==> config.mk <==
export PLATFORM = sky130hd
export DESIGN_NAME = twcs_sequencer
export DESIGN_NICKNAME = d
export VERILOG_FILES = /design/src/hdl/twcs_pkg.sv /design/src/hdl/twcs_divider.sv /design/src/hdl/twcs_sequencer.sv
export SDC_FILE = /design/constraint.sdc
export NUM_CORES = 1
export LEC_CHECK = 0
export ABC_AREA = 1
export BUFFER_PORTS_ARGS = -buffer_cell sky130_fd_sc_hd__clkbuf_2
export CAP_MARGIN = 20
export CORE_MARGIN = 4
export CORE_UTILIZATION = 40
export CTS_CLUSTER_SIZE = 24
export DETAILED_ROUTE_END_ITERATION = 10
export GPL_TIMING_DRIVEN = 0
export HOLD_SLACK_MARGIN = 0.12
export PLACE_DENSITY = 0.58
export RECOVER_POWER = 50
export SETUP_SLACK_MARGIN = 0.15
export SLEW_MARGIN = 0
export SYNTH_ARGS = -nofsm -noshare
export SYNTH_HDL_FRONTEND = slang
export SYNTH_SLANG_ARGS = --single-unit
export TNS_END_PERCENT = 20
==> constraint.sdc <==
create_clock -name clk -period 8.63 [get_ports clk]
set_clock_uncertainty 0.2 [all_clocks]
set_input_delay 0.863 -clock clk [delete_from_list [all_inputs] [get_ports clk]]
set_output_delay 0.863 -clock clk [all_outputs]
set_load 0.1 [all_outputs]
==> src/hdl/twcs_pkg.sv <==
// Shared constants, types and register codes of the textured wall column sampler.
package twcs_pkg;

  localparam int TEX_WIDTH   = 64;
  localparam int TEX_HEIGHT  = 64;
  localparam int MAX_ROWS    = 64;
  localparam int TW_BITS     = $clog2(TEX_WIDTH);
  localparam int TH_BITS     = $clog2(TEX_HEIGHT);
  localparam int ADDR_W      = 2 + TW_BITS + TH_BITS;
  localparam int STORE_DEPTH = 4 * TEX_WIDTH * TEX_HEIGHT;
  localparam int FRAC_BITS   = 22;
  localparam int CAM_FRAC_W  = FRAC_BITS - 14;
  localparam int DEN_W       = 16;
  localparam int NUM_W       = TH_BITS + 17;
  localparam int CNT_W       = $clog2(NUM_W + 1);
  localparam int ROW_W       = 6;
  localparam int COL_W       = 10;

  localparam logic [NUM_W-1:0] STEP_NUMERATOR = NUM_W'(TEX_HEIGHT) << 16;

  localparam logic [1:0] CFG_CAMERA_X    = 2'd0;
  localparam logic [1:0] CFG_CAMERA_Y    = 2'd1;
  localparam logic [1:0] CFG_SCREEN_ROWS = 2'd2;

  typedef enum logic [2:0] {
    ST_IDLE,
    ST_MULT,
    ST_DIV,
    ST_SCALE,
    ST_DRAW
  } state_t;

  typedef struct packed {
    logic              valid;
    logic [ADDR_W-1:0] addr;
    logic [COL_W-1:0]  column;
    logic [ROW_W-1:0]  row;
    logic              last;
  } read_req_t;

endpackage

==> src/hdl/twcs_divider.sv <==
// Restoring divider, one quotient bit per cycle: texture height (Q16.16) over line height.
module twcs_divider import twcs_pkg::*; (
  input  logic             clk,
  input  logic             rst,
  input  logic             start,
  input  logic [DEN_W-1:0] divisor,
  output logic             done,
  output logic [NUM_W-1:0] quotient
);

  logic             running;
  logic [CNT_W-1:0] count;
  logic [DEN_W-1:0] rem;
  logic [NUM_W-1:0] quo;
  logic [DEN_W:0]   trial;
  logic [DEN_W-1:0] rem_next;
  logic             qbit;

  always_comb begin
    trial = {rem, quo[NUM_W-1]};
    if (trial >= {1'b0, divisor}) begin
      rem_next = DEN_W'(trial - {1'b0, divisor});
      qbit     = 1'b1;
    end else begin
      rem_next = DEN_W'(trial);
      qbit     = 1'b0;
    end
  end

  always_ff @(posedge clk) begin
    if (rst) begin
      running <= 1'b0;
      done    <= 1'b0;
      count   <= '0;
    end else begin
      done <= 1'b0;
      if (start) begin
        running <= 1'b1;
        count   <= CNT_W'(NUM_W);
        rem     <= '0;
        quo     <= STEP_NUMERATOR;
      end else if (running) begin
        rem   <= rem_next;
        quo   <= {quo[NUM_W-2:0], qbit};
        count <= count - 1'b1;
        if (count == CNT_W'(1)) begin
          running <= 1'b0;
          done    <= 1'b1;
        end
      end
    end
  end

  assign quotient = quo;

endmodule

==> src/hdl/twcs_sequencer.sv <==
// Column setup and row sequencer: texel writes, hit fraction, texture pick, step, start position, texel reads.
module twcs_sequencer import twcs_pkg::*; (
  input  logic              clk,
  input  logic              rst,
  input  logic              in_valid,
  output logic              in_stall,
  input  logic              mode,
  input  logic [13:0]       texel_address,
  input  logic [31:0]       texel_value,
  input  logic [9:0]        screen_column,
  input  logic              hit_side,
  input  logic signed [15:0] ray_dir_x,
  input  logic signed [15:0] ray_dir_y,
  input  logic [15:0]       wall_distance,
  input  logic [15:0]       line_height,
  input  logic [6:0]        draw_first,
  input  logic [6:0]        draw_stop,
  input  logic [15:0]       camera_x,
  input  logic [15:0]       camera_y,
  input  logic [6:0]        screen_rows,
  input  logic              adv,
  output read_req_t         req,
  output logic              wr_en,
  output logic [ADDR_W-1:0] wr_addr,
  output logic [31:0]       wr_data
);

  state_t state, state_next;

  logic [COL_W-1:0]      column_r;
  logic [CAM_FRAC_W-1:0] cam_low;
  logic [15:0]           dist_r;
  logic signed [15:0]    dir_r;
  logic                  mirror_r;
  logic [1:0]            active_texture;
  logic [DEN_W-1:0]      lh_eff;
  logic signed [16:0]    start_term;
  logic [6:0]            row_counter;
  logic [6:0]            stop_r;
  logic signed [32:0]    prod;
  logic [31:0]           tex_step;
  logic [31:0]           tex_position;
  logic [TW_BITS-1:0]    tex_column;

  logic                  accept_draw;
  logic                  x_pos, y_pos;
  logic [FRAC_BITS-1:0]  frac;
  logic [TW_BITS-1:0]    texx;
  logic signed [48:0]    scaled;
  logic                  div_start, div_done;
  logic [NUM_W-1:0]      quotient;
  logic                  issue;

  twcs_divider u_divider (
    .clk      (clk),
    .rst      (rst),
    .start    (div_start),
    .divisor  (lh_eff),
    .done     (div_done),
    .quotient (quotient)
  );

  assign in_stall    = (state != ST_IDLE);
  assign accept_draw = (state == ST_IDLE) && in_valid && mode;
  assign x_pos       = !ray_dir_x[15] && (ray_dir_x != 16'sd0);
  assign y_pos       = !ray_dir_y[15] && (ray_dir_y != 16'sd0);

  assign wr_en   = (state == ST_IDLE) && in_valid && !mode
                   && (32'(texel_address) < 32'(STORE_DEPTH));
  assign wr_addr = ADDR_W'(texel_address);
  assign wr_data = texel_value;

  // fraction of the hit point: low bits of camera<<14 plus distance * direction
  assign frac   = {cam_low, 14'b0} + prod[FRAC_BITS-1:0];
  assign texx   = frac[FRAC_BITS-1 -: TW_BITS];
  assign scaled = start_term * $signed({1'b0, tex_step});

  assign div_start = (state == ST_MULT);

  always_comb begin
    req.valid  = (state == ST_DRAW) && (row_counter < stop_r);
    req.addr   = {active_texture, tex_position[16 +: TH_BITS], tex_column};
    req.column = column_r;
    req.row    = row_counter[ROW_W-1:0];
    req.last   = ((row_counter + 7'd1) == stop_r);
  end
  assign issue = req.valid && adv;

  always_ff @(posedge clk) begin
    if (rst) begin
      state <= ST_IDLE;
    end else begin
      state <= state_next;
    end
  end

  always_comb begin
    state_next = state;
    case (state)
      ST_IDLE: begin
        if (accept_draw) state_next = ST_MULT;
      end
      ST_MULT: begin
        state_next = ST_DIV;
      end
      ST_DIV: begin
        if (div_done) state_next = ST_SCALE;
      end
      ST_SCALE: begin
        state_next = ST_DRAW;
      end
      ST_DRAW: begin
        if (!req.valid || (issue && req.last)) state_next = ST_IDLE;
      end
      default: state_next = ST_IDLE;
    endcase
  end

  always_ff @(posedge clk) begin
    if (rst) begin
      row_counter    <= '0;
      tex_position   <= '0;
      tex_step       <= '0;
      tex_column     <= '0;
      active_texture <= '0;
    end else begin
      if (accept_draw) begin
        column_r       <= screen_column;
        cam_low        <= hit_side ? camera_x[CAM_FRAC_W-1:0] : camera_y[CAM_FRAC_W-1:0];
        dist_r         <= wall_distance;
        dir_r          <= hit_side ? ray_dir_x : ray_dir_y;
        mirror_r       <= hit_side ? ray_dir_y[15] : x_pos;
        active_texture <= {hit_side, hit_side ? y_pos : x_pos};
        lh_eff         <= (line_height == 16'd0) ? DEN_W'(1) : line_height;
        start_term     <= 17'(draw_first)
                          + 17'((line_height == 16'd0) ? 16'd0 : {1'b0, line_height[15:1]})
                          - 17'(screen_rows[6:1]);
        row_counter    <= draw_first;
        stop_r         <= (draw_stop > 7'(MAX_ROWS)) ? 7'(MAX_ROWS) : draw_stop;
      end
      if (state == ST_MULT) begin
        prod <= $signed({1'b0, dist_r}) * dir_r;
      end
      if ((state == ST_DIV) && div_done) begin
        tex_step   <= 32'(quotient);
        tex_column <= mirror_r ? ~texx : texx;
      end
      if (state == ST_SCALE) begin
        tex_position <= scaled[31:0];
      end
      if (issue) begin
        row_counter  <= row_counter + 7'd1;
        tex_position <= tex_position + tex_step;
      end
    end
  end

endmodule

# == After elaboration in Yosys (flattened, before gate mapping) ==
# Index checks and enable logic that the tools add are counted.
# word_totals
elab_cells,97
in_bits,179
reg_bits,232
output_inout_bits,80
# classes
add_sub_neg,7
n_reduce_logical,28
magnitude_cmp,3
n_mul,2
n_mux,24
n_eq_ne,9
bitwise,3
# ops
operator,n
32-bit two-way mux,2
16-bit two-way mux,3
32-bit by 23-bit adder with 32-bit output,1
17-bit by 24-bit multiplier with 32-bit output,1
16-bit nonzero test,2
23-bit two-way mux,1
22-bit adder,1
17-bit by 16-bit multiplier with 22-bit output,1
17-bit by 16-bit greater-or-equal comparator with 1-bit output,1
16-bit by 6-bit subtractor with 17-bit output,1
7-bit by 15-bit adder with 16-bit output,1
16-bit zero test,1
16-bit subtractor,1
15-bit two-way mux,1
3-bit one-hot mux with 5 select lines,1
7-bit two-way mux,2
5-bit two-way mux,2
1-bit logical AND,9
3-bit two-way mux,3
8-bit two-way mux,1
"7-bit by 1-bit adder with 7-bit output, second input constant",1
7-bit equality test,1
"7-bit greater-than comparator, second input constant",1
7-bit less-than comparator,1
other kinds (20),36

# == Depth between registers and ports, before layout ==
# Gate-level depths: netlist (run 1).
# logic_depth
word_depth,7
mapped_depth,30
ltp_nobuf,28

# == Modules after synthesis ==
# Synthesis (run 1) repeated with hierarchy kept, for this count alone.
# hier_totals
hier_cells,3536
hier_area_um2,26905.8
# by_module_without_submodules
mod,instances,cells_each,seq_area_each_um2,area_each_um2
twcs_sequencer,1,3102,4214.0,23732.8
twcs_divider,1,434,1311.3,3173.0

# == Worst setup path after synthesis (run 1) ==
# No wires, ideal clock.
# synth_path
kind,input -> register
startpoint,input port rst
endpoint,register cam_low[0] (enable)
required_time_ns,7.888
stages,3
n_path_buf,2
slack_ns,2.813
setup_ns,0.542
arrival_time_ns,5.075
cell_sequence,clkbuf_1 clkbuf_1 nor2_1
# synth_between
elab_chain_cells,2
# synth_lines
item,line_no,rtl
start: declaration,twcs_sequencer.sv:4,"input logic rst,"
1-bit inverter (no line),-,
2-bit AND reduction (no line),-,
end signal: assignment,twcs_sequencer.sv:129,cam_low <= hit_side ? camera_x[CAM_FRAC_W-1:0] : camera_y[CAM_FRAC_W-1:0];
end: declaration,twcs_sequencer.sv:31,logic [CAM_FRAC_W-1:0] cam_low;
# No other way between the ends.
# A chain may end at the register's enable or synchronous reset.

# == Worst setup path after layout (run 1) ==
# layout_path
startpoint,register tex_step[4]
endpoint,register tex_position[21]
# layout_between
elab_chain_cells,3
word_cells_on_any_way,4
cone_classes,1 x add/sub; 1 x mul; 2 x mux
# layout_lines
item,line_no,rtl
start: declaration,twcs_sequencer.sv:41,logic [31:0] tex_step;
start signal: assignment,twcs_sequencer.sv:145,tex_step <= 32'(quotient);
17-bit by 24-bit multiplier with 32-bit output,twcs_sequencer.sv:76,"assign scaled = start_term * $signed({1'b0, tex_step});"
32-bit two-way mux,twcs_sequencer.sv:148,if (state == ST_SCALE) begin
32-bit two-way mux *,twcs_sequencer.sv:151,if (issue) begin
end signal: assignment,twcs_sequencer.sv:149,tex_position <= scaled[31:0];
end signal: assignment,twcs_sequencer.sv:153,tex_position <= tex_position + tex_step;
end: declaration,twcs_sequencer.sv:42,logic [31:0] tex_position;
# Every way passes the cells marked *; elsewhere a longest branch is shown, timed or not. The select of a mux whose other input is x is not followed.

==> results of run 1 <==
-- flip-flops by register name, summed over array words and instances (netlist names), 2 cells and up --
register	flops
u_divider.quotient	23
tex_position	22
tex_step	22
start_term	17
dir_r	16
dist_r	16
lh_eff	16
u_divider.rem	16
column_r	10
cam_low	8
prod	8
row_counter	7
stop_r	7
tex_column	6
u_divider.count	5
state	3
active_texture	2
-- final timing paths --
check                                   to  slack, ns  cells after the start
max          tex_position[21]$_SDFFE_PP0P_       1.33                     21
min                  column_r[6]$_DFFE_PP_       0.28                      1
max reg2reg  tex_position[21]$_SDFFE_PP0P_       1.33                     21
min reg2reg  tex_position[12]$_SDFFE_PP0P_       0.28                      2
-- layer usage --
layer	vias up	GRT usage [%]	share of wire, %	routed length [um]
li1	10400	-	-	-
met1	9871	29.2	46	32500
met2	603	31.5	44	30900
met3	81	3.27	7.3	5100
met4	0	4.67	2.4	1720
met5	-	0	0	0
-- cells in the final DEF, fill, tap and decap left out, types with 7 or more instances in the layout --
master	n
fa_1	328
nand3_1	60
nor4_1	12
o21ai_2	15
ha_1	220
nand4_1	17
nor2_1	106
clkbuf_2	123
inv_2	9
a21oi_2	15
a21oi_1	132
nand2_1	827
o21ai_1	30
xor2_1	52
edfxtp_1	138
a21o_1	7
a31oi_1	16
buf_2	21
o21ai_0	60
nor3_1	17
buf_4	62
xnor2_1	40
dfxtp_1	69
o21bai_1	7
clkbuf_16	26
inv_1	955
clkbuf_1	179
o211ai_1	13
-- power by group through the flow --
stage	Sequential [uW]	Combinational [uW]	Clock, uW
2_1_floorplan	1540	3180	0
3_3_place_gp	1540	4070	0
3_5_place_dp	1530	4150	0
4_1_cts	1510	4170	1120
5_1_grt	1520	4750	1160
6_report	1510	4100	1090
-- logic make-up (layout without fill, tap and decap cells) --
kind of cell	count (synthesis)	in the layout	share of synthesized area, %
buffers and inverters	1154	1399	17.4
AND/OR/NAND/NOR	1068	1068	16.1
adder cells (fa/ha/maj)	548	548	35.2
AO/OA/AOI/OAI	324	324	7.30
flip-flops	207	207	20.9
XOR/XNOR	93	93	3.10
-- area by class of cell --
class | count | share of cell area (%)
plain buffers | 188 | 3.36
clock buffers | 35 | 2.43
clock inverters | 11 | 0.447
inverters | 966 | 12.3
multi-input cells | 2033 | 55.6
flip-flops and latches | 207 | 18.8
well taps | 864 | 3.68
repair buffers | 199 | 3.29
-- stage by stage --
| stage | setup slack, ns | hold WS (ns) | cells |
|---|---|---|---|
| 5_1_grt | 1.03 | 0.252 | 4503 |
| 3_5_place_dp | 1.34 | 0.270 | 4457 |
| 6_report | 1.33 | 0.280 | 4503 |
| 4_1_cts | 1.31 | 0.248 | 4503 |
| 3_3_place_gp | 0.145 | 0.263 | 4453 |
| 2_1_floorplan | 2.81 | 0.247 | 3394 |
-- critical path, cell delays in order, from the launching register on --
cell      delay (ns)
dfxtp_1         0.35
clkbuf_1        0.47
clkbuf_1        0.68
nand2_1         0.17
fa_1            0.57
inv_1           0.06
fa_1            0.46
fa_1            0.52
fa_1            0.53
fa_1            0.54
inv_1           0.05
fa_1            0.58
inv_1           0.06
ha_1            0.39
nand2_1         0.12
nor3_1          0.28
nand2_1         0.10
o311ai_1        0.58
inv_1           0.09
nand3_1         0.10
nand3_1         0.15
a21oi_1         0.19
==> results.md, run 1 <==
* Setup crit end kind: register
* Sequential power share at 22.5%
* Multi-input gate area at ~16000 um2
* # nets final at 4347
* Post-synth cell types at 56
* # resized after CTS at 0
* CP Launch Type: register
* # DRC at 0
* Post-DP Area at between 20000 and 30000 um2
* Worst-path clk slew at 0.07 ns
* Max-cap violations at 0
* Max_slew headroom at approximately 3.2%
* Register area share after synthesis at between 20% and 30%
* WP data arrival at 7.59 ns
* Routed wire length at 70200 um
* Clock Latency Late Sink at approximately 0.56 ns
* Die Span X at approximately 270 um
* Area grow syn2layout at 10.9%
* Hold WC Path Type: in -> reg
* First-pass GRT wire length at 113000 um
* Comb pwr share at 61.2%
* Clock Power Share at 16.2%
* Leak at 0.0164 uW
* CTS Hold Bufs at 0
* Total Negative Setup Slacks at 0 ns
* Yosys top cell area share at 24.8%
* All-Layer GR Usage at 20.0%
* Final setup fails at 0
* CTS tree: yes
* Worst EP required at 8.92 ns
* Fillers at slightly below 7000
* Final Instance Area at 29400 um2
* Remaining antenna violation count at 0
* Largest net degree at the start of global routing at 36
* Largest area contributor in the netlist: fa_1
* Synth area leaders: fa_1 (25%), edfxtp_1 (16%), inv_1 (14%)
* Final Util at 44.7%
* Final period utilization at 84.6%
* Worst-margin pin slew at 1.45 ns
* Number of global-route vias before repair at 21000
* Most common cell in the netlist: inv_1
* Routed length per placed instance at between 15 and 20 um
* Ys async rst share at 0%
* CP Launch Point: tex_step[4]$_SDFFE_PP0P_
* Most common library cells after synthesis: inv_1 (955), nand2_1 (828), fa_1 (328)
* Die area at 70400 um2
* Core ar. at approximately 66000 um2
* Switch share at 45.8%
* Fin. max-slew vios at 0
* Pre-Repair DR Iteration Count at 5
* Crit Path Max Fanout at 10
* Synth warnings at 0
* Gpl congestion at 0.938
* Setup repair after global routing missed its margin: no
* HP Start: screen_column[6]
* Register area at between 5000 and 6000 um2
* CTS max path bufs at 3
* Total power at 6700 uW
* CTS sink cnt at 207
* Initial antenna violation count at 0
* Pwr/cell area at 228 nW/um2
* Rows at between 90 and 100
* Starting Density at 40.3%
* Worst reg2reg path startpoint: tex_step[4]$_SDFFE_PP0P_
* Layout cells sized above 1 at roughly 8.5%
* DP Wirelength at ~58000 um
* Min Tclk post-route at about 7.3 ns
* Power Internal at 3630 uW
* Synth Net Count at about 4000
* Ant diodes at 0
* Setup CP Type: reg -> reg
* Vias at 21000
* Setup repair bufs after CTS at 0
* FMAX at around 140 MHz
* Syn Inst Count at 3394
* Vias per inst at 4.66
* Port bufs at between 150 and 200
* Avg Cell Area, Syn at 7.81 um2
* Mapped cell area at 26500 um2
* Chip height at 265 um
* Largest vdd supply drop at 0.398 mV
* CTS Root Cell: clkbuf_16
* DR iter-0 viols at approximately 1300
* Fin. Hold Viols at 0
* Global route overflow at 0
* EDFF count, synth at 138
* Synth Flop Type: edfxtp_1
* H-tree depth at 1
* CTS buffer count at 25
* Yosys reg bits at 207
* I/O pin count at 259
* Reported net switching power at 3070 uW
* Status: finished clean
Note: power is estimated with default switching activity, not from simulation.
==> run 2: changes to the inputs <==
- PLACE_DENSITY: 0.58 -> 0.6
- clock period: 8.63 -> 6.6 ns (I/O delays scaled with it)
==> run 2 against run 1 <==
Clock-buffer cell count decreased by 6. Largest power group unchanged. Critical path type unchanged. Clock power rose by 22%. Cell count increased by 0.64%. Combinational power grew 36%. The flow now finishes with violations (max-capacitance violations, max-slew violations). Register-to-register slack got worse by 1.0 ns. Setup slack worse by 1.0 ns. Critical path depth is 2 higher. Sequential share of layout area decreased by 0.26 points. Largest cell class unchanged.
==> results.md, run 2 (synthesized netlist as in run 1, its figures left out) <==
* Status: finished with violations
* Failing checks: max-capacitance violations, max-slew violations
* First-pass GRT wire length at 113000 um
* Fin. max-slew vios at 61
* Worst-path clk slew at 0.06 ns
* Worst Hold Endpoint: cam_low[0]$_DFFE_PP_
* Gpl congestion at 0.920
* Max-cap violations at 2
* Area grow syn2layout at 12.5%
* Port bufs at 195
* Setup repair after global routing missed its margin: yes
* Worst setup slack after placement at -0.607 ns
* CTS buffer count at 24
* CTS max path bufs at 3
* All-Layer GR Usage at 20.2%
* Die Span X at 265 um
* Layout cells sized above 1 at 10.7%
* Hold path depth at 3
* Remaining antenna violation count at 0
* CTS Root Cell: clkbuf_16
* Max_slew headroom at -25.2%
* Largest vdd supply drop at 0.621 mV
* Placed Cells at 4457
* Clock Latency Late Sink at ~0.55 ns
* Final Util at 45.3%
* DR iter-0 viols at 1163
* WP data arrival at 6.38 ns
* Ant diodes at 0
* CTS sink cnt at 207
* Worst reg2reg path startpoint: dist_r[5]$_DFFE_PP_
* Layout Cells excl Fill at 4532
* Pwr/cell area at approximately 300 nW/um2
* Max FFs per register at 23
* Total Negative Setup Slacks at 0 ns
* Final setup fails at 0
* Fillers at between 6000 and 7000
* R2R depth at 23
* DP Wirelength at between 50000 and 60000 um
* Final period utilization at 95.3%
* Reg2reg end: prod[21]$_DFFE_PP_
* Routed length per placed instance at 15.5 um
* HP Start: camera_y[0]
* H-tree depth at 1
* # nets final at between 4000 and 5000
* Crit Path Max Fanout at 10
* Starting Density at 40.3%
* Chip height at 265 um
* CTS tree: yes
* CP Launch Type: register
* Pre-Repair DR Iteration Count at 5
* Initial antenna violation count at 0
* Number of global-route vias before repair at 21200
* Setup CP Type: reg -> reg
* Rows at 94
* Total power at approximately 8900 uW
* Most common cell after layout, fill and taps aside: inv_1
* Routed wire length at 70300 um
* FMAX at roughly 160 MHz
* Worst EP required at between 6 and 7 ns
* Vias per inst at around 4.7
* Hold WC Path Type: in -> reg
* Largest net degree at the start of global routing at 33
* Core ar. at 65700 um2
* Worst-margin pin slew at approximately 1.9 ns
* Most frequent cells in the layout: inv_1 (955), nand2_1 (826), fa_1 (328)
* Die area at 70400 um2
* Final WS setup at 0.310 ns
* Fin. Hold Viols at 0
* Leak at 0.0167 uW
* Setup crit end kind: register
* Reg2Reg Setup Slack at 0.31 ns
* I/O pin count at 259
* Min Tclk post-route at about 6.3 ns
* Global route overflow at 0
* # DRC at 0
* Vias at 21200
==> run 2: changes by cell type in the layout (fill, tap and decap cells not counted), moves of 15 or more <==
cell           previous run  this run
clkbuf_2                123       158
clkbuf_1                179       118
buf_4                    62        77
clkbuf_4                  0        16
dlygate4sd3_1             0        26
==> run 2: worst max path at each step <==
stage | slack (ns) | depth (start not counted) | end | from
2_1_floorplan | 0.83 | 20 | prod[21]$_DFFE_PP_ | dir_r[4]$_DFFE_PP_
3_3_place_gp | -1.76 | 4 | dist_r[2]$_DFFE_PP_ | rst
3_5_place_dp | -0.61 | 20 | prod[21]$_DFFE_PP_ | dir_r[4]$_DFFE_PP_
4_1_cts | 0.16 | 22 | tex_position[21]$_SDFFE_PP0P_ | tex_step[11]$_SDFFE_PP0P_
5_1_grt | 0.06 | 23 | prod[21]$_DFFE_PP_ | dist_r[5]$_DFFE_PP_
6_report | 0.31 | 23 | prod[21]$_DFFE_PP_ | dist_r[5]$_DFFE_PP_
==> run 2: per-layer routing <==
layer	routed length, um	global-route usage (%)
met1	32300	28.7
met2	31600	32.6
met3	4840	3.20
met4	1580	4.45
met5	0	0
==> run 2: critical path, stage by stage (launching register included) <==
cell and delay (ns):
edfxtp_1 0.37, clkbuf_2 0.25, clkbuf_4 0.28, nand2_1 0.08, inv_1 0.05, fa_1 0.54
inv_1 0.05, fa_1 0.49, inv_1 0.05, fa_1 0.53, fa_1 0.46, fa_1 0.50
inv_1 0.05, fa_1 0.48, inv_1 0.04, ha_1 0.31, inv_1 0.07, nor3_2 0.29
nor3b_2 0.24, nand3_1 0.10, o211ai_1 0.18, buf_4 0.16, a21oi_1 0.08, xor2_1 0.16
==> run 2: layout make-up <==
| type | instances | area (um2) | area share (%) |
|---|---|---|---|
| clock inverters | 15 | 155 | 0.520 |
| plain buffers | 185 | 1120 | 3.76 |
| multi-input cells | 2033 | 16400 | 55.1 |
| inverters | 966 | 3630 | 12.2 |
| flip-flops and latches | 207 | 5530 | 18.5 |
| repair buffers | 233 | 1260 | 4.22 |
| clock buffers | 29 | 619 | 2.08 |
| well taps | 864 | 1080 | 3.63 |
==> run 2: per-stage QoR <==
step | cell area [um2] | hold WS, ns
3_3_place_gp | 28600 | 0.262
3_5_place_dp | 28600 | 0.265
4_1_cts | 29800 | 0.158
6_report | 29800 | 0.183
5_1_grt | 29800 | 0.189
2_1_floorplan | 26500 | 0.247
==> run 2: where the power goes <==
| part | total, uW | switching [uW] | internal (uW) |
|---|---|---|---|
| logic | 5590 | 3410 | 2180 |
| clock network | 1330 | 578 | 755 |
| registers | 1970 | 117 | 1850 |
==> run 2: timing repair <==
item	4_1_cts	5_1_grt
setup buffers	4	4
hold buffers	26	0
setup endpoints to repair	14	13
gates resized for setup	58	79
pin swaps	1	2
endpoints found under the hold margin	26	0
